===== src/rtl/serial_rtc_date_reader_assert.svh =====
// ----------------------------------------------------------------------------
// serial rtc date reader assertion macros
// shared concurrent assertion forms for the rtl files
// ----------------------------------------------------------------------------
`ifndef SERIAL_RTC_DATE_READER_ASSERT_SVH
`define SERIAL_RTC_DATE_READER_ASSERT_SVH

// same-cycle implication
`define SRDR_ASSERT_NOW(name, clk, rstn, ante, cons, msg) \
	name: assert property (@(posedge clk) disable iff (!rstn) (ante) |-> (cons)) \
		else $error(msg);

// next-cycle implication
`define SRDR_ASSERT_NEXT(name, clk, rstn, ante, cons, msg) \
	name: assert property (@(posedge clk) disable iff (!rstn) (ante) |=> (cons)) \
		else $error(msg);

`endif


===== src/rtl/srdr_pkg.sv =====
// ----------------------------------------------------------------------------
// srdr_pkg
// shared types and constants of the serial rtc date reader
// ----------------------------------------------------------------------------
`default_nettype none

package srdr_pkg;

	localparam int DATE_BYTES = 7;
	localparam int YEAR_W     = 12;
	localparam int CFG_IDX_W  = 2;

	localparam logic [7:0] CMD_STATUS_READ = 8'h63;
	localparam logic [7:0] CMD_DATE_READ   = 8'h65;
	localparam int         STATUS_24H_BIT  = 6;

	// byte destination that selects the status register
	localparam logic [2:0] DEST_STATUS = 3'd7;

	localparam logic [YEAR_W-1:0] YEAR_BASE     = 12'd2000;
	localparam logic [YEAR_W-1:0] YEAR_MIN_INIT = 12'd2020;
	localparam logic [YEAR_W-1:0] YEAR_MAX_INIT = 12'd2049;

	localparam logic [CFG_IDX_W-1:0] CFG_YEAR_MIN = 2'd0;
	localparam logic [CFG_IDX_W-1:0] CFG_YEAR_MAX = 2'd1;

	typedef enum logic [1:0] {
		RES_NONE     = 2'd0,
		RES_VALID    = 2'd1,
		RES_NO_CLOCK = 2'd2
	} res_code_t;

	typedef logic [DATE_BYTES-1:0][7:0] raw_date_t;

	typedef struct packed {
		logic sck;
		logic cs;
		logic sio_out;
		logic sio_drive;
		logic eval;
	} pin_t;

	typedef struct packed {
		res_code_t         code;
		logic [YEAR_W-1:0] year;
		logic [3:0]        month;
		logic [4:0]        day;
		logic [2:0]        weekday;
		logic [4:0]        hour;
		logic [5:0]        minute;
		logic [5:0]        second;
	} date_t;

endpackage

`default_nettype wire


===== src/rtl/srdr_seq.sv =====
// ----------------------------------------------------------------------------
// srdr_seq
// bus sequencer: pin levels per tick, bit and byte counting, byte capture
// ----------------------------------------------------------------------------
`default_nettype none
`include "serial_rtc_date_reader_assert.svh"

module srdr_seq
	import srdr_pkg::*;
(
	input  wire logic      clk,
	input  wire logic      arst_n,
	input  wire logic      step,
	input  wire logic      start_req,
	input  wire logic      sio_in,
	output pin_t           pins,
	output logic [7:0]     status,
	output raw_date_t      raw_date
);

	typedef enum logic [2:0] {
		PH_IDLE,
		PH_SETUP,
		PH_CMD,
		PH_READ,
		PH_TAIL
	} phase_t;

	phase_t     phase_q, ph_cur, ph_n;
	logic       second_q, sec_cur, sec_n;
	logic [2:0] tick_q, tick_cur, tick_n;
	logic [2:0] bit_q, bit_n;
	logic [2:0] byte_q, byte_n, byte_inc, read_len;
	logic       pend_q, pend_n;
	logic       pend_done_q, pend_done_n;
	logic [2:0] pend_dest_q, pend_dest_n;
	logic [7:0] shift_q, shift_n, cmd;
	logic [7:0] status_q;
	raw_date_t  raw_q;

	assign shift_n  = pend_q ? {sio_in, shift_q[7:1]} : shift_q;
	assign byte_inc = byte_q + 3'd1;

	always_comb begin
		pins     = '0;
		ph_cur   = phase_q;
		sec_cur  = second_q;
		tick_cur = tick_q;
		if (phase_q == PH_IDLE) begin
			if (start_req) begin
				ph_cur   = PH_SETUP;
				sec_cur  = 1'b0;
				tick_cur = 3'd0;
			end else begin
				pins.sck = 1'b1;
			end
		end
		ph_n        = ph_cur;
		sec_n       = sec_cur;
		tick_n      = tick_cur;
		bit_n       = bit_q;
		byte_n      = byte_q;
		pend_n      = 1'b0;
		pend_done_n = pend_done_q;
		pend_dest_n = pend_dest_q;
		cmd         = sec_cur ? CMD_DATE_READ : CMD_STATUS_READ;
		read_len    = sec_cur ? 3'(DATE_BYTES) : 3'd1;
		case (ph_cur)
			PH_SETUP: begin
				pins.sck       = 1'b1;
				pins.sio_drive = 1'b1;
				if (tick_cur == 3'd0) begin
					tick_n = 3'd1;
				end else begin
					pins.cs = 1'b1;
					ph_n    = PH_CMD;
					tick_n  = 3'd0;
					bit_n   = 3'd0;
				end
			end
			PH_CMD: begin
				pins.cs        = 1'b1;
				pins.sio_drive = 1'b1;
				pins.sio_out   = cmd[~bit_q];
				if (tick_cur >= 3'd3) begin
					pins.sck = 1'b1;
					tick_n   = 3'd0;
					if (bit_q == 3'd7) begin
						ph_n   = PH_READ;
						bit_n  = 3'd0;
						byte_n = 3'd0;
					end else begin
						bit_n = bit_q + 3'd1;
					end
				end else begin
					tick_n = tick_cur + 3'd1;
				end
			end
			PH_READ: begin
				pins.cs = 1'b1;
				if (tick_cur >= 3'd5) begin
					pins.sck    = 1'b1;
					pend_n      = 1'b1;
					pend_done_n = (bit_q == 3'd7);
					pend_dest_n = sec_cur ? byte_q : DEST_STATUS;
					tick_n      = 3'd0;
					if (bit_q == 3'd7) begin
						bit_n  = 3'd0;
						byte_n = byte_inc;
						if (byte_inc >= read_len) begin
							ph_n = PH_TAIL;
						end
					end else begin
						bit_n = bit_q + 3'd1;
					end
				end else begin
					tick_n = tick_cur + 3'd1;
				end
			end
			PH_TAIL: begin
				pins.sck = 1'b1;
				if (tick_cur == 3'd0) begin
					tick_n = 3'd1;
				end else if (!sec_cur) begin
					sec_n  = 1'b1;
					ph_n   = PH_SETUP;
					tick_n = 3'd0;
				end else begin
					pins.eval = 1'b1;
					ph_n      = PH_IDLE;
					tick_n    = 3'd0;
					sec_n     = 1'b0;
					bit_n     = 3'd0;
					byte_n    = 3'd0;
				end
			end
			default: begin
			end
		endcase
	end

	always_ff @(posedge clk or negedge arst_n) begin
		if (!arst_n) begin
			phase_q     <= PH_IDLE;
			second_q    <= 1'b0;
			tick_q      <= 3'd0;
			bit_q       <= 3'd0;
			byte_q      <= 3'd0;
			pend_q      <= 1'b0;
			pend_done_q <= 1'b0;
			pend_dest_q <= 3'd0;
		end else if (step) begin
			phase_q     <= ph_n;
			second_q    <= sec_n;
			tick_q      <= tick_n;
			bit_q       <= bit_n;
			byte_q      <= byte_n;
			pend_q      <= pend_n;
			pend_done_q <= pend_done_n;
			pend_dest_q <= pend_dest_n;
		end
	end

	// received bytes land here
	always_ff @(posedge clk) begin
		if (step) begin
			shift_q <= shift_n;
			if (pend_q && pend_done_q) begin
				if (pend_dest_q == DEST_STATUS) begin
					status_q <= shift_n;
				end else begin
					raw_q[pend_dest_q] <= shift_n;
				end
			end
		end
	end

	assign status   = status_q;
	assign raw_date = raw_q;

	`SRDR_ASSERT_NOW(a_cmd_tick, clk, arst_n, phase_q == PH_CMD, tick_q <= 3'd3, "cmd tick out of range")
	`SRDR_ASSERT_NOW(a_read_tick, clk, arst_n, phase_q == PH_READ, tick_q <= 3'd5, "read tick out of range")
	`SRDR_ASSERT_NOW(a_pend_phase, clk, arst_n, pend_q, phase_q == PH_READ || phase_q == PH_TAIL, "sample pending outside read")
	`SRDR_ASSERT_NEXT(a_eval_idle, clk, arst_n, step && pins.eval, phase_q == PH_IDLE && !second_q, "no return to idle after check")

endmodule

`default_nettype wire


===== src/rtl/srdr_eval.sv =====
// ----------------------------------------------------------------------------
// srdr_eval
// date check: bcd digits, field limits, 24-hour status and year window
// ----------------------------------------------------------------------------
`default_nettype none

module srdr_eval
	import srdr_pkg::*;
(
	input  wire logic [7:0]        status,
	input  wire raw_date_t         raw_date,
	input  wire logic [YEAR_W-1:0] year_min,
	input  wire logic [YEAR_W-1:0] year_max,
	output date_t                  res
);

	function automatic logic digits_ok(input logic [7:0] b);
		digits_ok = (b[3:0] <= 4'd9) && (b[7:4] <= 4'd9);
	endfunction

	function automatic logic [6:0] bcd_value(input logic [7:0] b);
		bcd_value = {b[7:4], 3'b000} + {2'b00, b[7:4], 1'b0} + {3'b000, b[3:0]};
	endfunction

	logic [7:0]        b_wd, b_hr, b_sc;
	logic [6:0]        y, mo, d, wd, h, mi, s;
	logic              fields_ok, year_ok;
	logic [YEAR_W-1:0] full;

	assign b_wd = {5'b0, raw_date[3][2:0]};
	assign b_hr = {2'b0, raw_date[4][5:0]};
	assign b_sc = {1'b0, raw_date[6][6:0]};

	assign y  = bcd_value(raw_date[0]);
	assign mo = bcd_value(raw_date[1]);
	assign d  = bcd_value(raw_date[2]);
	assign wd = bcd_value(b_wd);
	assign h  = bcd_value(b_hr);
	assign mi = bcd_value(raw_date[5]);
	assign s  = bcd_value(b_sc);

	assign fields_ok = status[STATUS_24H_BIT]
		&& digits_ok(raw_date[0]) && digits_ok(raw_date[1]) && digits_ok(raw_date[2])
		&& digits_ok(b_wd) && digits_ok(b_hr) && digits_ok(raw_date[5]) && digits_ok(b_sc)
		&& (mo <= 7'd12) && (mo != 7'd0) && (d <= 7'd31) && (d != 7'd0)
		&& (wd <= 7'd6) && (h <= 7'd23) && (mi <= 7'd59) && (s <= 7'd59);

	assign full    = YEAR_BASE + {{(YEAR_W-7){1'b0}}, y};
	assign year_ok = (full >= year_min) && (full <= year_max);

	always_comb begin
		res = '0;
		if (fields_ok && year_ok) begin
			res.code    = RES_VALID;
			res.year    = full;
			res.month   = mo[3:0];
			res.day     = d[4:0];
			res.weekday = wd[2:0];
			res.hour    = h[4:0];
			res.minute  = mi[5:0];
			res.second  = s[5:0];
		end else begin
			res.code = RES_NO_CLOCK;
		end
	end

endmodule

`default_nettype wire


===== src/rtl/serial_rtc_date_reader.sv =====
// ----------------------------------------------------------------------------
// serial_rtc_date_reader
// reads status and date from a three-wire serial clock chip, one pin tick
// per request, and reports the checked date or no-clock
// path: input registers, then the sequencer update, then the result registers
// throughput: one request per cycle unless res_stall stalls a result, set by the
// input and result registers around the single-tick sequencer update
// reset: sequencer idle, year window back to 2020..2049, pipeline empty
// ----------------------------------------------------------------------------
`default_nettype none

module serial_rtc_date_reader
	import srdr_pkg::*;
(
	input  wire logic                 clk,
	input  wire logic                 arst_n,
	input  wire logic                 tick_valid,
	output logic                      tick_stall,
	input  wire logic                 start_req,
	input  wire logic                 sio_in,
	output logic                      res_valid,
	input  wire logic                 res_stall,
	output logic                      sck,
	output logic                      cs,
	output logic                      sio_out,
	output logic                      sio_drive,
	output logic [1:0]                result_code,
	output logic [YEAR_W-1:0]         year,
	output logic [3:0]                month,
	output logic [4:0]                day,
	output logic [2:0]                weekday,
	output logic [4:0]                hour,
	output logic [5:0]                minute,
	output logic [5:0]                second,
	input  wire logic                 cfg_valid,
	output logic                      cfg_ready,
	input  wire logic [CFG_IDX_W-1:0] cfg_index,
	input  wire logic [YEAR_W-1:0]    cfg_data
);

	logic              advance, step;
	logic              v_s1, v_s2;
	logic              start_s1, sio_s1;
	logic [YEAR_W-1:0] year_min_q, year_max_q;
	pin_t              pins, pins_s2;
	date_t             eval_res, res_s2;
	logic [7:0]        status;
	raw_date_t         raw_date;

	assign advance    = !v_s2 || !res_stall;
	assign tick_stall = !advance;
	assign step       = v_s1 && advance;
	assign cfg_ready  = 1'b1;

	always_ff @(posedge clk or negedge arst_n) begin
		if (!arst_n) begin
			year_min_q <= YEAR_MIN_INIT;
			year_max_q <= YEAR_MAX_INIT;
		end else if (cfg_valid && cfg_ready) begin
			if (cfg_index == CFG_YEAR_MIN) begin
				year_min_q <= cfg_data;
			end else if (cfg_index == CFG_YEAR_MAX) begin
				year_max_q <= cfg_data;
			end
		end
	end

	always_ff @(posedge clk or negedge arst_n) begin
		if (!arst_n) begin
			v_s1 <= 1'b0;
			v_s2 <= 1'b0;
		end else if (advance) begin
			v_s1 <= tick_valid;
			v_s2 <= v_s1;
		end
	end

	always_ff @(posedge clk) begin
		if (advance && tick_valid) begin
			start_s1 <= start_req;
			sio_s1   <= sio_in;
		end
		if (step) begin
			pins_s2 <= pins;
			res_s2  <= pins.eval ? eval_res : '0;
		end
	end

	srdr_seq u_seq (
		.clk       (clk),
		.arst_n    (arst_n),
		.step      (step),
		.start_req (start_s1),
		.sio_in    (sio_s1),
		.pins      (pins),
		.status    (status),
		.raw_date  (raw_date)
	);

	srdr_eval u_eval (
		.status   (status),
		.raw_date (raw_date),
		.year_min (year_min_q),
		.year_max (year_max_q),
		.res      (eval_res)
	);

	assign res_valid   = v_s2;
	assign sck         = pins_s2.sck;
	assign cs          = pins_s2.cs;
	assign sio_out     = pins_s2.sio_out;
	assign sio_drive   = pins_s2.sio_drive;
	assign result_code = res_s2.code;
	assign year        = res_s2.year;
	assign month       = res_s2.month;
	assign day         = res_s2.day;
	assign weekday     = res_s2.weekday;
	assign hour        = res_s2.hour;
	assign minute      = res_s2.minute;
	assign second      = res_s2.second;

endmodule

`default_nettype wire

===== config.mk =====
export PLATFORM = sky130hd
export DESIGN_NAME = serial_rtc_date_reader
export DESIGN_NICKNAME = d
export VERILOG_FILES = /design/src/rtl/srdr_pkg.sv /design/src/rtl/srdr_seq.sv /design/src/rtl/srdr_eval.sv /design/src/rtl/serial_rtc_date_reader.sv
export VERILOG_INCLUDE_DIRS = /design/src /design/src/rtl
export SDC_FILE = /design/constraint.sdc
export NUM_CORES = 1
export LEC_CHECK = 0
export BUFFER_PORTS_ARGS = -buffer_cell sky130_fd_sc_hd__buf_2
export CORE_ASPECT_RATIO = 1.75
export CORE_MARGIN = 3
export CORE_UTILIZATION = 65
export CTS_CLUSTER_SIZE = 14
export DETAILED_ROUTE_END_ITERATION = 7
export PLACE_DENSITY = 0.86
export SETUP_SLACK_MARGIN = 0.3
export SLEW_MARGIN = 15
export SYNTH_ARGS = -nofsm -noshare
export SYNTH_HDL_FRONTEND = slang
export SYNTH_HIERARCHICAL = 1
export SYNTH_SLANG_ARGS = --single-unit

===== constraint.sdc =====
create_clock -name clk -period 6.95 [get_ports clk]
set_clock_uncertainty 0.15 [all_clocks]
set_input_delay 0.695 -clock clk [delete_from_list [all_inputs] [get_ports clk]]
set_output_delay 0.695 -clock clk [all_outputs]
set_load 0.05 [all_outputs]

# After elaboration in Yosys (flattened, before gate mapping)
# Cells that the tools add are included.
[classes]
addsub = 16
bitwise_logic = 3
magnitude_cmp = 27
muxes = 57
eq_ne = 14
reduce_logical = 49
[ops]
columns = ["cell", "n"]
rows = [
  ["$mux W3", 26],
  ["$bwmux W56", 1],
  ["$add A7 B4 Y7", 6],
  ["$le A4 B4 Y1 const B", 10],
  ["$add A7 B5 Y7", 4],
  ["$logic_and A1 B1 Y1", 27],
  ["$demux W8 S3", 1],
  ["$pmux W3 S4", 2],
  ["$mux W1", 19],
  ["$pmux W3 S3", 2],
  ["$mux W8", 2],
  ["$le A7 B5 Y1 const B", 2],
  ["$le A7 B6 Y1 const B", 2],
  ["$reduce_bool A7 Y1", 2],
  ["$add A11 B7 Y12 const A", 1],
  ["$ge A12 B12 Y1", 1],
  ["$le A12 B12 Y1", 1],
  ["$reduce_and A3 Y1", 4],
  ["$ne A2 B1 Y1 const B", 5],
  ["$add A3 B1 Y3 const B", 3],
  ["$eq A3 B3 Y1 const B", 3],
  ["$le A3 B4 Y1 const B", 2],
  ["$lt A3 B4 Y1 const B", 2],
  ["$reduce_and A8 Y1", 1],
  ["other kinds (28)", 37],
]
[totals]
output_inout_bits = 50
input_bits = 21
reg_bits = 164

# Logic depth before layout (Yosys ltp)
[depth]
ltp_word = 19
depth_mapped = 22

# Modules after synthesis
# Netlist, hierarchy kept.
[by_module_without_submodules]
columns = ["module", "n_inst", "area_each_um2", "cells_per_inst"]
rows = [
  ["srdr_seq", 1, 3634.7, 242],
  ["serial_rtc_date_reader", 1, 2800.2, 158],
  ["srdr_eval", 1, 2414.8, 333],
]

# Least setup slack after synthesis
# Ideal clock, no wire load.
[synth_path]
path_kind = "register -> register"
start = "register u_seq.raw_q, in the netlist u_seq/raw_date[3]"
end = "register res_s2, in the netlist year[10] (data pin)"
required_ps = 6545
period_less_slack_ps = 4530
n_path_buf = 3
arrival_time_ps = 4126
setup_slack_ps = 2420
path_stages_with_launch = 21
setup_time_ps = 255
path_cell_list = "edfxtp_1 -> inv_1 -> fa_1 -> inv_1 -> fa_1 -> nor2b_1 -> or2_2 -> a22oi_1 -> o221a_2 -> inv_1 -> ha_1 -> or4_1 -> a221oi_1 -> o21ai_0 -> o22ai_1 -> or4_1 -> clkbuf_1 -> buf_2 -> nor4_1 -> buf_4 -> and2_1"
[synth_between]
elab_chain_len = 19
word_cells_on_any_way = 24
classes_between = "2 x add/sub; 3 x order compare; 19 x reduce/logical"
[synth_rtl]
columns = ["item", "line", "text"]
rows = [
  ["from (decl)", "srdr_seq.sv:39", "raw_date_t raw_q;"],
  ["from (signal, indexed assignment)", "srdr_seq.sv:172", "raw_q[pend_dest_q] <= shift_n;"],
  ["branches (longest 19 deep; another with $add A11 B7 Y12)", "n/a", ""],
  ["to (signal assigned)", "serial_rtc_date_reader.sv:85", "res_s2 <= pins.eval ? eval_res : '0;"],
  ["to (decl)", "serial_rtc_date_reader.sv:46", "date_t eval_res, res_s2;"],
]
# Parallel ways; which one is timed is not known.
# A chain may end at the register's enable or synchronous reset.

==> summary.md <==
| Metric | Value |
|---|---|
| Hold Path Class | `in2async` |
| Worst slew pin tran | `1.09 ns` |
| Post-CTS setup buffer count | `0` |
| Most used cell, CP | `inv_1` |
| Lkg Pwr | `4.00 nW` |
| Antenna cell count | `0` |
| Post-DRT Antenna Nets | `0` |
| Cell Int Power | `between 1.5 and 2 mW` |
| Via density | `just over 6` |
| Syn Inst Count | `a little over 700` |
| Slew HR | `between 20% and 30%` |
| CP max stage cell | `fa_1` |
| 1st-iter DRT viols | `between 400 and 500` |
| CTS clk-pin slew, worst paths | `0.06 ns` |
| Drt pass-1 iters | `5` |
| Setup TNS | `0 ns` |
| Total wire length | `between 15,000 and 20,000 µm` |
| Hold-fix buffers, CTS | `0` |
| CP Data Required Time | `roughly 7.0 ns` |
| Period utilization | `between 70 and 80%` |
| Critical path class | `reg2reg` |
| Critical Path Source Type | `register` |
| Maximum root-to-sink buffer count | `2` |
| Buffers on Ports | `just under 70` |
| # rows | `54` |
| Crit-path max FO | `41` |
| Flop2flop setup slack | `approximately 1.8 ns` |
| Outcome | `finished, final reports clean` |
| Final period demand of the worst path | `slightly above 5 ns` |
| Sw frac | `between 30 and 40%` |
| Die height | `between 150 and 200 µm` |
| Synth Area per Inst | `~12 µm²` |
| Clk_lat worst skew | `0.42 ns` |
| # clock sinks | `150` |
| Fin nets | `slightly below 900` |
| Post-cts resize count | `0` |
| CTS tree | `yes` |
| Final Max Tran Viols | `0` |
| Post-synth net total | `820` |
| Cells along the critical path | `inv_1 -> fa_1 -> inv_1 -> fa_1 -> nor2b_1 -> or2_2 -> a22oi_1 -> o221a_2 -> inv_1 -> ha_1 -> and4_1 -> nand4_1 -> a21oi_1 -> a211oi_1 -> a21oi_2 -> buf_4 -> or4b_1 -> and2_1` |
| Setup violators final | `0` |
| I/O pin total | `between 70 and 80` |
| CTS root buf | `clkbuf_16` |
| Syn. warnings | `6` |
| Die Area | `between 10,000 and 15,000 µm²` |
| Power density over cell area | `just over 300 nW/µm²` |
| Global route total overflow | `0` |
| Starting Density | `between 60% and 70%` |
| DIE WIDTH | `between 90 and 100 µm` |
| Max Clk Rate | `roughly 190 MHz` |
| Initial antenna violation count | `0` |
| Final hold violation count | `0` |
| Dpl hpwl | `12,400 µm` |
| Largest net degree at the start of global routing | `65` |
| Share of cells above drive strength 1 | `21.2%` |
| Mapped Area | `roughly 8400 µm²` |
| CP Capture Type | `register` |
| TritonCTS buffer count | `17` |
| Placeable Area | `roughly 13,000 µm²` |
| Psw | `between 0.8 and 0.9 mW` |
| Routability congestion estimate | `a little under 1` |
| Unrepaired setup endpoints after global routing | `no` |
| H-tree lvl count | `4` |
| MaxCap Viol Count | `0` |
| DR vias | `just under 6,000` |
| Clock power frac | `between 30 and 40%` |
| First-pass GRT wire length | `a little under 30,000 µm` |
| Vias in the first global route | `between 6,000 and 7,000` |
| Routed length per instance | `roughly 19 µm` |
| Combinational Power Share | `between 20% and 30%` |
| Tot GR Track Use | `about a quarter` |
| Worst path max stage delay | `0.55 ns` |
| WHS | `between 0.2 and 0.3 ns` |
| Peak VDD IR | `approximately 0.21 mV` |
| Sequential power share | `42.9%` |
| Total power | `~2.9 mW` |
| Remaining DRCs | `0` |
| Area grow syn2layout | `12.5%` |
| Critical Path AT | `5.20 ns` |
## sequential cells by signal, indices dropped and copies added, names as in the netlist, 4 cells and up
name            flops
year_max_q         12
day                 5
year               12
hour                5
minute              6
year_min_q         12
u_seq/shift_q       8
second              6
month               4
u_seq/raw_date     48
## per-layer routing
layer / track usage (%) / share of wire [%]
met2: 50.1 / 56
met1: 26.3 / 34
met5: 0 / 0
met4: 16.6 / 6.1
met3: 4.43 / 4.2
## final timing paths
check	start	to	cells after the start
setup / recovery	u_seq/raw_date[3]$_DFFE_PP_	result_code[1]$_SDFFCE_PN0P_	18
hold / removal	arst_n	v_s1$_DFFE_PN0N_	1
setup reg to reg	u_seq/raw_date[3]$_DFFE_PP_	result_code[1]$_SDFFCE_PN0P_	18
hold reg to reg	v_s1$_DFFE_PN0N_	res_valid$_DFFE_PN0N_	1
max in group asynchronous	arst_n	year_max_q[4]$_DFFE_PN0P_	1
min in group clk	sio_in	sio_s1$_DFFE_PP_	1
## power by group through the flow
stage / sequential [mW] / combinational (mW) / clock, mW
2_1_floorplan: 1.29 / 0.413 / 0
3_3_place_gp: 1.23 / 0.616 / 0
3_5_place_dp: 1.24 / 0.636 / 0
4_1_cts: 1.23 / 0.649 / 0.991
5_1_grt: 1.25 / 0.709 / 1.04
6_report: 1.23 / 0.652 / 0.984
## stage by stage
step	instance area [µm²]	util [%]	std cells	setup WS [ns]
finish	9450	75.2	957	1.77
global route	9450	75.2	957	1.55
CTS	9450	75.2	957	1.86
detailed placement	8810	70.1	925	1.94
global placement	8810	70.1	925	2.12
floorplan	8400	-	718	2.42
## worst max-delay path, delay by kind of cell, from the launching register on
family / cells / cell delay, ns
flops: 1 / 0.33
simple gates: 6 / 1.54
compound gates: 5 / 1.06
buf+inv: 4 / 0.52
fa+ha+maj: 3 / 1.33
## final cells by class
| class | count | area, µm² |
|---|---|---|
| clock buffers | 18 | 429 |
| multi-input cells | 474 | 3700 |
| clock inverters | 14 | 208 |
| repair buffers | 74 | 383 |
| well taps | 168 | 210 |
| fillers | 817 | 3120 |
| flip-flops and latches | 150 | 4300 |
| inverters | 59 | 221 |
## cells in the final DEF, fill, tap and decap left out, drive strengths merged, types with 24 or more instances in the layout
| cell type | instances |
|---|---|
| and2 | 46 |
| edfxtp | 106 |
| o21ai | 33 |
| mux2 | 37 |
| nand2 | 59 |
| nor4 | 40 |
| ha | 70 |
| dfrtp | 35 |
| a21oi | 24 |
| inv | 60 |
| buf | 74 |
Power figures use the tool's default switching activity.
